File: src/sv/awpc_pkg.sv
// ----------------------------------------------------------------------------
// awpc_pkg
// Shared types and constants for the alpha weight pixel clamp block.
// ----------------------------------------------------------------------------
`default_nettype none

package awpc_pkg;

    localparam int SAMPLE_W  = 16;
    localparam int PROD_W    = 2 * SAMPLE_W;
    localparam int NUM_BANDS = 3;
    localparam int BCNT_W    = 2;
    localparam int DIV_CELLS = SAMPLE_W;
    localparam int NUM_STAGES = DIV_CELLS + 3;
    localparam int ADDR_W    = 5;
    localparam int DATA_W    = 32;
    localparam int IDX_W     = 3;

    localparam logic [BCNT_W-1:0]   RST_BAND_COUNT = 2'd3;
    localparam logic                RST_WIDE       = 1'b0;
    localparam logic                RST_SWAP       = 1'b0;
    localparam logic [SAMPLE_W-1:0] RST_ALPHA_MAX  = 16'd255;
    localparam logic [SAMPLE_W-1:0] RST_MIN_VALUE  = 16'd1;
    localparam logic [SAMPLE_W-1:0] RST_MAX_VALUE  = 16'd255;
    localparam logic [SAMPLE_W-1:0] RST_NULL_VALUE = 16'd0;

    typedef enum logic [IDX_W-1:0] {
        REG_BAND_COUNT = 3'd0,
        REG_WIDE       = 3'd1,
        REG_SWAP       = 3'd2,
        REG_ALPHA_MAX  = 3'd3,
        REG_MIN_VALUE  = 3'd4,
        REG_MAX_VALUE  = 3'd5,
        REG_NULL_VALUE = 3'd6
    } t_reg_idx;

    typedef struct packed {
        logic [BCNT_W-1:0]   band_count;
        logic                wide;
        logic                swap;
        logic [SAMPLE_W-1:0] alpha_max;
        logic [SAMPLE_W-1:0] min_value;
        logic [SAMPLE_W-1:0] max_value;
        logic [SAMPLE_W-1:0] null_value;
    } t_cfg;

    // Word after sample prep and multiply.
    typedef struct packed {
        logic [NUM_BANDS-1:0][SAMPLE_W-1:0] smp;
        logic [NUM_BANDS-1:0][PROD_W-1:0]   prod;
        logic                               a_full;
        logic                               a_zero;
    } t_prep;

    // One band as it travels down the divider row.
    typedef struct packed {
        logic                spec;
        logic [SAMPLE_W-1:0] val;
        logic [PROD_W-1:0]   rem;
        logic [SAMPLE_W-1:0] quo;
    } t_band;

endpackage

`default_nettype wire

File: src/sv/awpc_sort.sv
// ----------------------------------------------------------------------------
// awpc_sort
// Sort each band into a fixed answer or a quotient for the divider row.
// ----------------------------------------------------------------------------
`default_nettype none

module awpc_sort import awpc_pkg::*; (
    input  wire                     i_clk,
    input  wire                     i_rst_n,
    input  t_cfg                    i_cfg,
    input  wire                     i_valid,
    output logic                    o_ready,
    input  t_prep                   i_prep,
    output logic                    o_valid,
    input  wire                     i_ready,
    output t_band [NUM_BANDS-1:0]   o_band
);

    logic                  r_valid;
    t_band [NUM_BANDS-1:0] r_band;
    t_band [NUM_BANDS-1:0] n_band;
    logic [PROD_W-1:0]     r_null_prod;
    logic [PROD_W-1:0]     w_sat_lim;

    assign o_ready   = !r_valid || i_ready;
    assign o_valid   = r_valid;
    assign o_band    = r_band;
    assign w_sat_lim = {i_cfg.alpha_max, {SAMPLE_W{1'b0}}};

    // Quotients of 2^16 and up always clamp to max, so saturate them here.
    always_comb begin
        for (int k = 0; k < NUM_BANDS; k++) begin
            n_band[k].rem  = i_prep.prod[k];
            n_band[k].quo  = '0;
            n_band[k].spec = 1'b1;
            n_band[k].val  = i_cfg.max_value;
            priority if (i_prep.a_full) begin
                n_band[k].val = i_prep.smp[k];
            end else if (i_prep.a_zero) begin
                n_band[k].val = i_cfg.null_value;
            end else if (i_cfg.alpha_max == '0) begin
                n_band[k].val = i_cfg.max_value;
            end else if (i_prep.prod[k] == r_null_prod) begin
                n_band[k].val = i_cfg.null_value;
            end else if (i_prep.prod[k] >= w_sat_lim) begin
                n_band[k].val = i_cfg.max_value;
            end else begin
                n_band[k].spec = 1'b0;
            end
        end
    end

    always_ff @(posedge i_clk) begin
        r_null_prod <= PROD_W'(i_cfg.null_value) * PROD_W'(i_cfg.alpha_max);
        if (!i_rst_n) begin
            r_valid <= 1'b0;
        end else if (o_ready) begin
            r_valid <= i_valid;
        end
        if (o_ready && i_valid) begin
            r_band <= n_band;
        end
    end

endmodule

`default_nettype wire

File: config.mk
export PLATFORM = sky130hd
export DESIGN_NAME = awpc_sort
export DESIGN_NICKNAME = d
export VERILOG_FILES = /design/src/sv/awpc_pkg.sv /design/src/sv/awpc_sort.sv
export SDC_FILE = /design/constraint.sdc
export NUM_CORES = 1
export LEC_CHECK = 0
export ABC_AREA = 1
export BUFFER_PORTS_ARGS = -buffer_cell sky130_fd_sc_hd__buf_4
export CAP_MARGIN = 10
export CORE_UTILIZATION = 57
export CTS_CLUSTER_DIAMETER = 150
export DETAILED_ROUTE_END_ITERATION = 10
export PLACE_DENSITY = 0.83
export SKIP_LAST_GASP = 1
export SYNTH_ARGS = -nofsm -noshare
export SYNTH_HDL_FRONTEND = slang
export SYNTH_SLANG_ARGS = --single-unit
File: constraint.sdc
create_clock -name i_clk -period 13 [get_ports i_clk]
set_input_delay 3.9 -clock i_clk [delete_from_list [all_inputs] [get_ports i_clk]]
set_output_delay 3.9 -clock i_clk [all_outputs]
set_load 0.02 [all_outputs]
Yosys cells after proc, flatten, opt, wreduce, memory -nomap -nowiden
Cells that the tools add are included.
{ "totals": {"reg_bits": 180, "wordCells": 40} }
{ "op_classes": {"order_cmp": 3, "mux": 15, "reduce_logical": 7, "n_mul": 1, "n_eq_ne": 3} }
{ "op_table": {"columns": ["cell", "n"], "rows": [
  ["$mux 16", 12],
  ["$eq 32x32->1", 3],
  ["$ge 32x32->1", 3],
  ["$mul 16x16->32", 1],
  ["$logic_not 16->1", 1],
  ["$reduce_or 4->1", 3],
  ["$mux 1", 3],
  ["$logic_and 1x1->1", 1],
  ["$logic_not 1->1", 1],
  ["$logic_or 1x1->1", 1]
]} }

Logic depth before layout (Yosys ltp)
Gate-level depths: netlist of the first run.
{ "logic_depth": {"ltp_word": 5, "mapped_depth": 26, "ltp_nobuf": 24} }

Worst setup path before layout of the first run
No wires, ideal clock.
{ "synth_path": {"path_type": "input to register", "startpoint": "in i_valid", "endpoint": "reg r_band, in the netlist o_band[100], enable pin", "t_arrival_ns": 11.008, "path_stages": 2, "slack_ns": 1.289, "setup_ns": 0.702, "path_cell_list": "inv_1 a21oi_1"} }
{ "synth_between": {"elab_chain_len": 1} }
{ "synth_lines": {"columns": ["element", "line_no", "source"], "rows": [
  ["start, declared", "awpc_sort.sv:11", "input wire i_valid,"],
  ["$logic_and 1x1->1", "awpc_sort.sv:60", "if (o_ready && i_valid) begin"],
  ["end signal, assigned", "awpc_sort.sv:61", "r_band <= n_band;"],
  ["end, declared", "awpc_sort.sv:20", "t_band [NUM_BANDS-1:0] r_band;"]
]} }
Every way passes these cells.
A chain may end at the register's enable or synchronous reset.

Worst setup path in the final report of the first run
{ "layout_path": {"startpoint": "in i_cfg[49] (netlist bit)", "endpoint": "reg r_null_prod[30]"} }
{ "layout_between": {"elab_chain_len": 1} }
{ "layout_lines": {"columns": ["element", "line_no", "source"], "rows": [
  ["start, declared", "awpc_sort.sv:10", "input t_cfg i_cfg,"],
  ["$mul 16x16->32", "awpc_sort.sv:54", "r_null_prod <= PROD_W'(i_cfg.null_value) * PROD_W'(i_cfg.alpha_max);"],
  ["end signal, assigned", "awpc_sort.sv:54", null],
  ["end, declared", "awpc_sort.sv:22", "logic [PROD_W-1:0] r_null_prod;"]
]} }
Every way passes these cells.

==> results of run 1 <==
## routing by layer
metal / share of wire, % / GRT usage (%)
met3: 7.8 / 4.65
met1: 38 / 40.7
met4: 3.5 / 13.1
met5: 0 / 0
met2: 51 / 58.1
## cell families (layout without fill, tap and decap cells)
group,count (synthesis),after routing,share of synthesized area [%]
other,1,50,0.0203
buffers and inverters,603,852,13.7
DFF,180,180,27.4
and+or+nand+nor,918,918,20.4
xor gates and xnor gates,91,91,4.31
AOI/OAI and AO/OA,94,94,2.87
adders and majority gates,346,346,31.3
## power groups by stage
| stage | registers, W | logic [W] | clock network [W] |
|---|---|---|---|
| floorplan | 0.000867 | 0.00240 | 0 |
| global placement | 0.000846 | 0.00334 | 0 |
| detailed placement | 0.000850 | 0.00339 | 0 |
| CTS | 0.000837 | 0.00341 | 0.000528 |
| global route | 0.000845 | 0.00383 | 0.000550 |
| finish | 0.000839 | 0.00342 | 0.000527 |
## final timing paths
path / startpoint / to
max: i_cfg[49] / r_null_prod[30]$_DFF_P_
min: o_valid$_SDFFE_PN0N_ / o_valid$_SDFFE_PN0N_
max reg2reg: r_null_prod[28]$_DFF_P_ / o_band[117]$_DFFE_PP_
min reg2reg: o_valid$_SDFFE_PN0N_ / o_valid$_SDFFE_PN0N_
## layout make-up
| type | count | area [um2] |
|---|---|---|
| fill | 2506 | 10100 |
| sequential | 180 | 5070 |
| multi-input combinational | 1497 | 11100 |
| timing repair buffer | 350 | 2630 |
| tap | 402 | 503 |
| antenna | 2 | 5.00 |
| clock inverter | 15 | 174 |
| clock buffer | 17 | 425 |
| inverter | 470 | 1760 |
## registers in the layout, indices dropped and copies added (netlist names)
name         flops
r_null_prod     32
o_valid          1
o_band         147
## stage by stage
stage | setup slack (ps) | util [%] | cell area, um2 | hold WS, ps
2_1_floorplan | 1290 | - | 18700 | 729
3_3_place_gp | 3800 | 66.4 | 21100 | 545
3_5_place_dp | 3710 | 66.4 | 21100 | 560
4_1_cts | 4200 | 68.3 | 21700 | 595
5_1_grt | 3890 | 68.3 | 21700 | 616
6_report | 4210 | 68.3 | 21700 | 593
## synthesized netlist by cell type (all sizes together)
master	n	area (um2)
nand4	13	81.3
o211ai	7	52.6
edfxtp	147	4410
nand3b	3	22.5
a21oi	47	235
o21ai	20	100
or2	1	6.26
xor2	21	184
inv	470	1760
nor4	14	118
nor3	7	35.0
ha	152	1900
clkbuf	59	221
fa	194	3880
dfxtp	33	661
a21o	4	30.0
nand3	122	638
xnor2	70	613
nor2	86	335
o21a	2	15.0
buf	74	549
a31oi	6	37.5
o21bai	3	22.5
a21boi	3	22.5
conb	1	3.75
a211oi	2	15.0
nand2	672	2540
## critical path, stage by stage
cell and delay (ps):
buf_4 260, nand2_1 140, fa_1 560, fa_1 530, fa_1 520, inv_1 60
fa_1 480, fa_1 500, inv_1 50, fa_1 470, inv_1 40, ha_1 360
nand2_1 120, nor2_1 240, inv_1 60, o21ai_0 390, nand3b_1 240, nand3_1 140
nand2_1 60
==> run summary, run 1 <==
Status: completed
Router iterations before antenna repair: 7
CP max FO: 18
Finish-stage setup viols: 0
CP Class: in -> reg
Cell count after synthesis: 2,233
Switch Pwr: 0.00253 W
Leak pwr: 11.7 nW
Total track usage: 32.9%
Die Y: 182 um
Resized cells post-CTS: 0
Gpl congestion: 0.965
Startpoint types: input port
CTS sink count: 180
Antenna violations before repair: 2
Final period utilization: 67.6%
Worst-Skew Late Latency: 460 ps
Critical path required time: 13,350 ps
Routed wire per std cell: 18.4 um
Hold depth: 2
Setup TNS: 0 ps
Hpwl dp: 43,100 um
Area Growth Syn to Fin: 17.0%
Synth Cell Area: 18,500 um2
PwrDens: 221 nW/um2
Yosys cell types: 36
Actual slew at the worst max-slew pin: 1070 ps
Maximum VDD drop: 0.000273 V
Longest Clk Path Bufs: 2
Initial Util: 58.4%
Global route total overflow: 0
Sequential fraction of the synthesis area: 27.4%
Hold_buf cts: 0
Switching part of the total: 52.9%
Clk pwr share: 11.0%
Final nets: 3,080
Die area: 33,200 um2
DRC: 0
1st-iter DRT viols: 1,360
Max Cap Violations: 0
Fin. max-slew vios: 0
Vias: 15.9k
Die Width: 182 um
Sequential power share: 17.5%
Placed Instances: 2,899
Port Buffers: 346
Final ANT Viol Nets: 0
Reg2Reg Depth: 12
R2R Setup Slk: 10,400 ps
Class of the tightest hold or removal check: reg -> reg
Part of the power in combinational logic: 71.4%
Hold Vio Cnt, Final: 0
First-pass GRT wire length: 84,000 um
Total Power: 0.00478 W
Final wirelength: 54,000 um
Commonest non-fill, non-tap cells in the layout: nand2_1, inv_1, buf_4
CTS HTree Levels: 4
Layout cells sized above 1: 16.0%
Int Pwr: 0.00225 W
RSZ-0062 raised after global routing: false
Synth Area per Inst: 8.29 um2
Clock Skew: 18.4 ps
Type of element capturing the critical path: flip-flop
Flops & latches, synth: 180
FP Rows: 65
Setup bufs post-CTS: 0
CTS buffer count: 17
Min cycle time layout: 8790 ps
Via density: 5.42
Syn. warnings: 0
Most common cell after layout, fill and taps aside: nand2_1
Number of global-route vias before repair: 16.0k
Placeable Area: 31,700 um2
CP Data Arrival Time: 9140 ps
Largest net degree at the start of global routing: 83
Non-filler cells, final: 2,933
Clock root buffer: clkbuf_16
Max Clk Rate: 0.114 GHz
Ports: 415
Clock tree from TritonCTS: built
Max-Slew Margin vs Limit: 28.7%
Clk pin slew, worst setup/hold paths: 80 ps
No activity file was read; power rests on OpenSTA's default activity.
==> run 2, diff against run 1 <==
--- a/config.mk
+++ b/config.mk
@@ -5,10 +5,10 @@
 export SDC_FILE = /design/constraint.sdc
 export NUM_CORES = 1
 export LEC_CHECK = 0
-export ABC_AREA = 1
+export ABC_AREA = 0
 export BUFFER_PORTS_ARGS = -buffer_cell sky130_fd_sc_hd__buf_4
 export CAP_MARGIN = 10
-export CORE_UTILIZATION = 57
+export CORE_UTILIZATION = 56
 export CTS_CLUSTER_DIAMETER = 150
 export DETAILED_ROUTE_END_ITERATION = 10
 export PLACE_DENSITY = 0.83
==> constraint.sdc (replaced) <==
create_clock -name i_clk -period 8.4 [get_ports i_clk]
set_input_delay 2.52 -clock i_clk [delete_from_list [all_inputs] [get_ports i_clk]]
set_output_delay 2.52 -clock i_clk [all_outputs]
set_load 0.02 [all_outputs]
==> run 2 against run 1 <==
First-iteration DRC count down 6.4%. Final area shrank 3.4%. Clock skew about the same. Die area is 4.3% lower. Register-to-register slack worse by 4900 ps. Critical endpoint is now r_null_prod[28]$_DFF_P_. Largest cell class unchanged. Largest power group unchanged.
==> run summary, run 2 <==
Number of global-route vias before repair: 14.4k (was 16.0k)
Delay of the slowest cell on the worst path: 540 ps (was 560 ps)
Syn. warnings: 0 (unchanged)
Synth Cell Area: 17,400 um2 (was 18,500 um2)
Largest net degree at the start of global routing: 83 (unchanged)
# diodes: 0 (was 2)
Resized cells post-CTS: 0 (unchanged)
Worst-Skew Late Latency: 460 ps (about the same)
Part of the power in combinational logic: 71.3% (was 71.4%)
Longest Clk Path Bufs: 2 (unchanged)
Final period utilization: 93.9%
Clock tree from TritonCTS: built (unchanged)
Switching part of the total: 49.0% (was 52.9%)
Synth Area per Inst: 9.92 um2 (was 8.29 um2)
Commonest non-fill, non-tap cells in the layout: buf_4, inv_1, nand2_1 (was nand2_1, inv_1, buf_4)
1st-iter DRT viols: 1,273 (was 1,360)
Worst path slowest cell: fa_1 (unchanged)
CP max FO: 10 (was 18)
Via density: 5.73 (was 5.42)
Global route total overflow: 0 (unchanged)
Startpoint types: input port (unchanged)
Most common cell after layout, fill and taps aside: buf_4 (was nand2_1)
Total track usage: 33.3% (was 32.9%)
Finish-stage setup viols: 0 (unchanged)
Class of the tightest hold or removal check: reg -> reg (unchanged)
Most common cell in the netlist: inv_1 (was nand2_1)
Final setup margin: 509 ps (was 4210 ps)
Largest register FFs: 147 (unchanged)
Sequential power share: 17.7% (was 17.5%)
Routed wire per std cell: 21.1 um (was 18.4 um)
Yosys top cell area share: 25.4% (was 23.9%)
Flops & latches, synth: 180 (unchanged)
Die area: 31,800 um2 (was 33,200 um2)
CTS buffer count: 17 (unchanged)
Reg2Reg Depth: 6 (was 12)
Placed Instances: 2,466 (was 2,899)
Post-synth EDFFs: 147 (unchanged)
Area Growth Syn to Fin: 20.3% (was 17.0%)
PwrDens: 352 nW/um2 (was 221 nW/um2)
Main synth FF type: edfxtp_1 (unchanged)
Vias: 14.3k (was 15.9k)
Router iterations before antenna repair: 5 (was 7)
Placeable Area: 30,600 um2 (was 31,700 um2)
Maximum VDD drop: 0.000455 V (was 0.000273 V)
Die Y: 178 um (was 182 um)
Antenna violations before repair: 0 (was 2)
Cell mode on critical path: fa_1 (unchanged)
Max-Slew Margin vs Limit: 20.0% (was 28.7%)
Initial Util: 56.8% (was 58.4%)
Final nets: 2,653 (was 3,080)
R2R Setup Slk: 5500 ps (was 10,400 ps)
Max Cap Violations: 0 (unchanged)
Critical path required time: 8730 ps (was 13,350 ps)
Clk pwr share: 11.0% (about the same)
Hpwl dp: 42,300 um (was 43,100 um)
Final ANT Viol Nets: 0 (unchanged)
Post-synth ARST share: 0% (unchanged)
Port Buffers: 346 (unchanged)
RSZ-0062 raised after global routing: false (unchanged)
Status: completed (unchanged)
Switch Pwr: 0.00361 W (was 0.00253 W)
Sequential fraction of the synthesis area: 29.2% (was 27.4%)
Fin. max-slew vios: 0 (unchanged)
Leak pwr: 10.2 nW (was 11.7 nW)
Synth area leaders: edfxtp_1, fa_1, ha_1 (was edfxtp_1, fa_1, nand2_1)
Setup TNS: 0 ps (unchanged)
Min cycle time layout: 7890 ps
Int Pwr: 0.00376 W (was 0.00225 W)
Yosys top cell by area: edfxtp_1 (unchanged)
Reg-to-Reg End: o_band[113]$_DFFE_PP_ (was o_band[117]$_DFFE_PP_)
Worst min-delay path startpoint: o_valid$_SDFFE_PN0N_ (unchanged)
Max Clk Rate: 0.127 GHz
Yosys cell types: 61 (was 36)
CTS HTree Levels: 4 (unchanged)
CP Data Arrival Time: 8220 ps (was 9140 ps)
Hold Vio Cnt, Final: 0 (unchanged)
Cell count after synthesis: 1,752 (was 2,233)
Gpl congestion: 0.998 (was 0.965)
Clock root buffer: clkbuf_16 (unchanged)
Setup bufs post-CTS: 0 (unchanged)
Non-filler cells, final: 2,498 (was 2,933)
R2R Path Start: r_null_prod[25]$_DFF_P_ (was r_null_prod[28]$_DFF_P_)
First-pass GRT wire length: 78,100 um (was 84,000 um)
Hold depth: 2 (unchanged)
DRC: 0 (unchanged)
Hold_buf cts: 0 (unchanged)
Setup Slack @ Placement: 117 ps (was 3710 ps)
Clock Skew: 18.7 ps (was 18.4 ps)
FP Rows: 64 (was 65)
Final wirelength: 52,700 um (was 54,000 um)
Post-synth top cells: inv_1, nand2_1, fa_1, ha_1, edfxtp_1 (was nand2_1, inv_1, fa_1, ha_1, edfxtp_1)
CTS sink count: 180 (unchanged)
Layout cells sized above 1: 20.4% (was 16.0%)
Clk pin slew, worst setup/hold paths: 80 ps (about the same)
Final core occ: 68.4% (was 68.3%)
Hold path endpoint: o_valid$_SDFFE_PN0N_ (unchanged)
Die Width: 178 um (was 182 um)
CP Class: in -> reg (unchanged)
Actual slew at the worst max-slew pin: 1200 ps (was 1070 ps)
Ports: 415 (unchanged)
Type of element capturing the critical path: flip-flop (unchanged)
CP cell instances: buf_4 > inv_1 > buf_4 > nor2_1 > fa_1 > inv_1 > fa_1 > fa_1 > inv_1 > fa_1 > fa_1 > inv_1 > fa_1 > inv_1 > ha_1 > a21o_1 > a21o_1 > a21oi_1 > o221ai_1 > a31oi_4 > o21bai_1 > xor2_1 (was buf_4 > nand2_1 > fa_1 > fa_1 > fa_1 > inv_1 > fa_1 > fa_1 > inv_1 > fa_1 > inv_1 > ha_1 > nand2_1 > nor2_1 > inv_1 > o21ai_0 > nand3b_1 > nand3_1 > nand2_1)
[run 2: cell types whose count changed in the layout (fill, tap and decap cells not counted), sizes merged, moves of 44 or more]
cell   delta
a21oi    +52
xnor2    +44
nand2   -440
inv     -212
nand3   -113
mux2i    +50
[run 2: worst max-delay path: cells and delay by family]
| family | cells | cell delay (ps) |
|---|---|---|
| AO/OA/AOI/OAI | 6 | 1230 |
| XOR/XNOR | 1 | 150 |
| buffers and inverters | 7 | 820 |
| adder cells (fa/ha/maj) | 7 | 3400 |
| AND/OR/NAND/NOR | 1 | 100 |
[run 2: logic make-up after synthesis]
group / count (synthesis) / synth area share, %
simple gates: 481 / 12.3
other cells: 1 / 0.0216
mux: 50 / 2.88
flops: 180 / 29.2
compound gates: 198 / 6.92
xor+xnor: 122 / 6.15
buf+inv: 374 / 9.23
fa+ha+maj: 346 / 33.3
[run 2: through the flow]
stage / total power [W] / instance area, um2 / hold WS [ps]
floorplan: 0.00513 / 17600 / 750
detailed placement: 0.00646 / 20300 / 563
finish: 0.00737 / 20900 / 579
global placement: 0.00633 / 20300 / 518
CTS: 0.00731 / 20900 / 574
global route: 0.00799 / 20900 / 618
[run 2: how the worst max path moves through the flow]
stage,startpoint,to,slack [ps],cells past startpoint
6_report,i_cfg[52],r_null_prod[28]$_DFF_P_,510,22
5_1_grt,i_cfg[52],r_null_prod[28]$_DFF_P_,320,22
4_1_cts,i_cfg[52],r_null_prod[28]$_DFF_P_,580,22
3_5_place_dp,i_cfg[52],r_null_prod[28]$_DFF_P_,120,22
3_3_place_gp,i_cfg[52],r_null_prod[28]$_DFF_P_,170,22
2_1_floorplan,i_cfg[52],r_null_prod[24]$_DFF_P_,400,23
[run 2: routing by layer]
layer	GRT usage, %	vias to the layer above	share of wire, %
met5	0	-	0
met4	18.0	0	5.5
met3	6.31	186	9.1
met2	55.9	888	49
met1	40.4	6928	37
li1	-	6306	-
[run 2: area by class of cell]
cell class,instances,area [um2]
Multi-Input combinational cell,1245,10900
Timing Repair Buffer,383,2880
Tap cell,396,495
Sequential cell,180,5070
Inverter,262,983
Fill cell,2328,9670
Clock buffer,17,425
Clock inverter,15,178
[run 2: power by group through the flow]
| stage | combinational, W | sequential [W] | clock, W |
|---|---|---|---|
| after detailed placement | 0.00514 | 0.00132 | 0 |
| after global routing | 0.00583 | 0.00131 | 0.000852 |
| after global placement | 0.00502 | 0.00131 | 0 |
| after floorplan | 0.00378 | 0.00134 | 0 |
| after CTS | 0.00519 | 0.00130 | 0.000820 |
| final | 0.00525 | 0.00130 | 0.000814 |
==> run 3, diff against run 2 <==
==> constraint.sdc (replaced) <==
create_clock -name i_clk -period 8.4 [get_ports i_clk]
set_input_delay 1.68 -clock i_clk [delete_from_list [all_inputs] [get_ports i_clk]]
set_output_delay 1.68 -clock i_clk [all_outputs]
set_load 0.02 [all_outputs]
==> run 3 against run 2 <==
Global-route usage fell by 0.36 points. Flip-flop and latch count did not move. Clock-buffer cell count did not move. Register-to-register slack got worse by 140 ps. Worst hold slack improved by 15 ps. Wire length fell by 0.89%. Clock skew barely moved. Cell count fell by 1.1%. Final area fell by 1.1%. Clock power barely moved. Combinational power fell by 2%. Die area did not move.
==> run summary, run 3 (synthesis gave the netlist of run 2 again) <==
Routed wire per std cell: 21.2 um (was 21.1 um)
Vias: 14.2k (was 14.3k)
Critical path required time: 8730 ps (about the same)
Final core occ: 67.7% (was 68.4%)
Worst min-delay path startpoint: o_valid$_SDFFE_PN0N_ (unchanged)
Final Cell Area: 20,700 um2 (was 20,900 um2)
Min cycle time layout: 7380 ps (was 7890 ps)
Hpwl dp: 41,900 um (was 42,300 um)
Area Growth Syn to Fin: 19.1% (was 20.3%)
Number of global-route vias before repair: 14.4k (about the same)
Port Buffers: 346 (unchanged)
Antenna violations before repair: 2 (was 0)
Resized cells post-CTS: 0 (unchanged)
Final nets: 2,623 (was 2,653)
R2R Setup Slk: 5360 ps (was 5500 ps)
Max-Slew Margin vs Limit: 20.9% (was 20.0%)
CTS HTree Levels: 4 (unchanged)
CTS sink count: 180 (unchanged)
Non-filler cells, final: 2,470 (was 2,498)
Ports: 415 (unchanged)
Type of element capturing the critical path: flip-flop (unchanged)
Hold_buf cts: 0 (unchanged)
Layout cells sized above 1: 19.2% (was 20.4%)
Die area: 31,800 um2 (unchanged)
Actual slew at the worst max-slew pin: 1180 ps (was 1200 ps)
CP Class: in -> reg (unchanged)
Hold depth: 2 (unchanged)
Router iterations before antenna repair: 5 (unchanged)
Worst-Skew Late Latency: 460 ps (about the same)
Max Cap Violations: 0 (unchanged)
Final period utilization: 87.9% (was 93.9%)
Die Y: 178 um (unchanged)
RSZ-0062 raised after global routing: false (unchanged)
Hold path endpoint: o_valid$_SDFFE_PN0N_ (unchanged)
First-pass GRT wire length: 77,700 um (was 78,100 um)
Reg-to-Reg End: o_band[126]$_DFFE_PP_ (was o_band[113]$_DFFE_PP_)
Placed Instances: 2,436 (was 2,466)
Fin. max-slew vios: 0 (unchanged)
DRC: 0 (unchanged)
Placeable Area: 30,600 um2 (unchanged)
Via density: 5.74 (was 5.73)
Gpl congestion: 0.960 (was 0.998)
CTS buffer count: 17 (unchanged)
CP Data Arrival Time: 7710 ps (was 8220 ps)
Placed standard-cell area: 20,100 um2 (was 20,300 um2)
Clock Skew: 19.0 ps (was 18.7 ps)
Largest register FFs: 147 (unchanged)
1st-iter DRT viols: 1,402 (was 1,273)
Final wirelength: 52,300 um (was 52,700 um)
Hold Vio Cnt, Final: 0 (unchanged)
Status: completed (unchanged)
Global route total overflow: 0 (unchanged)
Setup TNS: 0 ps (unchanged)
Startpoint types: input port (unchanged)
Clock tree from TritonCTS: built (unchanged)
FP Rows: 64 (unchanged)
Class of the tightest hold or removal check: reg -> reg (unchanged)
Commonest non-fill, non-tap cells in the layout: buf_4, inv_1, nand2_1 (unchanged)
Largest net degree at the start of global routing: 83 (unchanged)
Reg2Reg Depth: 6 (unchanged)
Setup bufs post-CTS: 0 (unchanged)
Clk pin slew, worst setup/hold paths: 80 ps (about the same)
Final ANT Viol Nets: 0 (unchanged)
Most common cell after layout, fill and taps aside: buf_4 (unchanged)
Longest Clk Path Bufs: 2 (unchanged)
Total track usage: 32.9% (was 33.3%)
Finish-stage setup viols: 0 (unchanged)
Die Width: 178 um (unchanged)
CP max FO: 16 (was 10)
Maximum VDD drop: 0.000444 V (was 0.000455 V)
Clock root buffer: clkbuf_16 (unchanged)
Leak pwr: 10.0 nW (was 10.2 nW)
R2R Path Start: r_null_prod[25]$_DFF_P_ (unchanged)
Initial Util: 56.8% (unchanged)
PwrDens: 350 nW/um2 (was 352 nW/um2)
Max Clk Rate: 0.135 GHz (was 0.127 GHz)
-- run 3: power by group --
group / switching, W / internal [W]
combinational: 0.00302 / 0.00212
sequential: 0.000136 / 0.00117
clock: 0.000409 / 0.000404
total: 0.00357 / 0.00369
-- run 3: layout make-up --
| cell class | count | area [um2] |
|---|---|---|
| fillers | 2299 | 9890 |
| flip-flops and latches | 180 | 5070 |
| clock buffers | 17 | 425 |
| repair buffers | 353 | 2650 |
| multi-input cells | 1245 | 10900 |
| clock inverters | 15 | 178 |
| well taps | 396 | 495 |
| inverters | 262 | 983 |
| diodes | 2 | 5.00 |
-- run 3: critical path: stages --
cell,delay (ps)
buf_4,140
inv_1,490
nor2_1,170
fa_1,570
inv_1,50
fa_1,460
fa_1,500
fa_1,540
inv_1,60
fa_1,480
inv_1,50
fa_1,480
inv_1,40
ha_1,380
a21oi_2,190
o21ai_1,100
nor2b_1,130
or4b_1,650
a31oi_4,280
o21bai_1,110
xor2_1,140
-- run 3: layer usage --
layer	routed length, um	vias up	track usage (%)
li1	-	6245	-
met1	19100	6919	39.8
met2	26200	845	56.8
met3	4480	161	5.33
met4	2440	0	16.5
met5	0	-	0
-- run 3: how the worst max path moves through the flow --
stage,startpoint,endpoint,slack (ps),cells after the start
after global placement,i_cfg[52],r_null_prod[28]$_DFF_P_,670,21
after CTS,i_cfg[52],r_null_prod[28]$_DFF_P_,1060,21
after detailed placement,i_cfg[52],r_null_prod[28]$_DFF_P_,610,21
after floorplan,i_cfg[52],r_null_prod[24]$_DFF_P_,1240,23
after global routing,i_cfg[52],r_null_prod[31]$_DFF_P_,800,21
final,i_cfg[52],r_null_prod[28]$_DFF_P_,1020,21
-- run 3: stage by stage --
| stage | power, W | setup WS [ps] | hold WS [ps] |
|---|---|---|---|
| detailed placement | 0.00635 | 606 | 541 |
| global route | 0.00792 | 805 | 614 |
| floorplan | 0.00513 | 1240 | 750 |
| finish | 0.00725 | 1020 | 594 |
| global placement | 0.00617 | 669 | 518 |
| CTS | 0.00720 | 1060 | 583 |
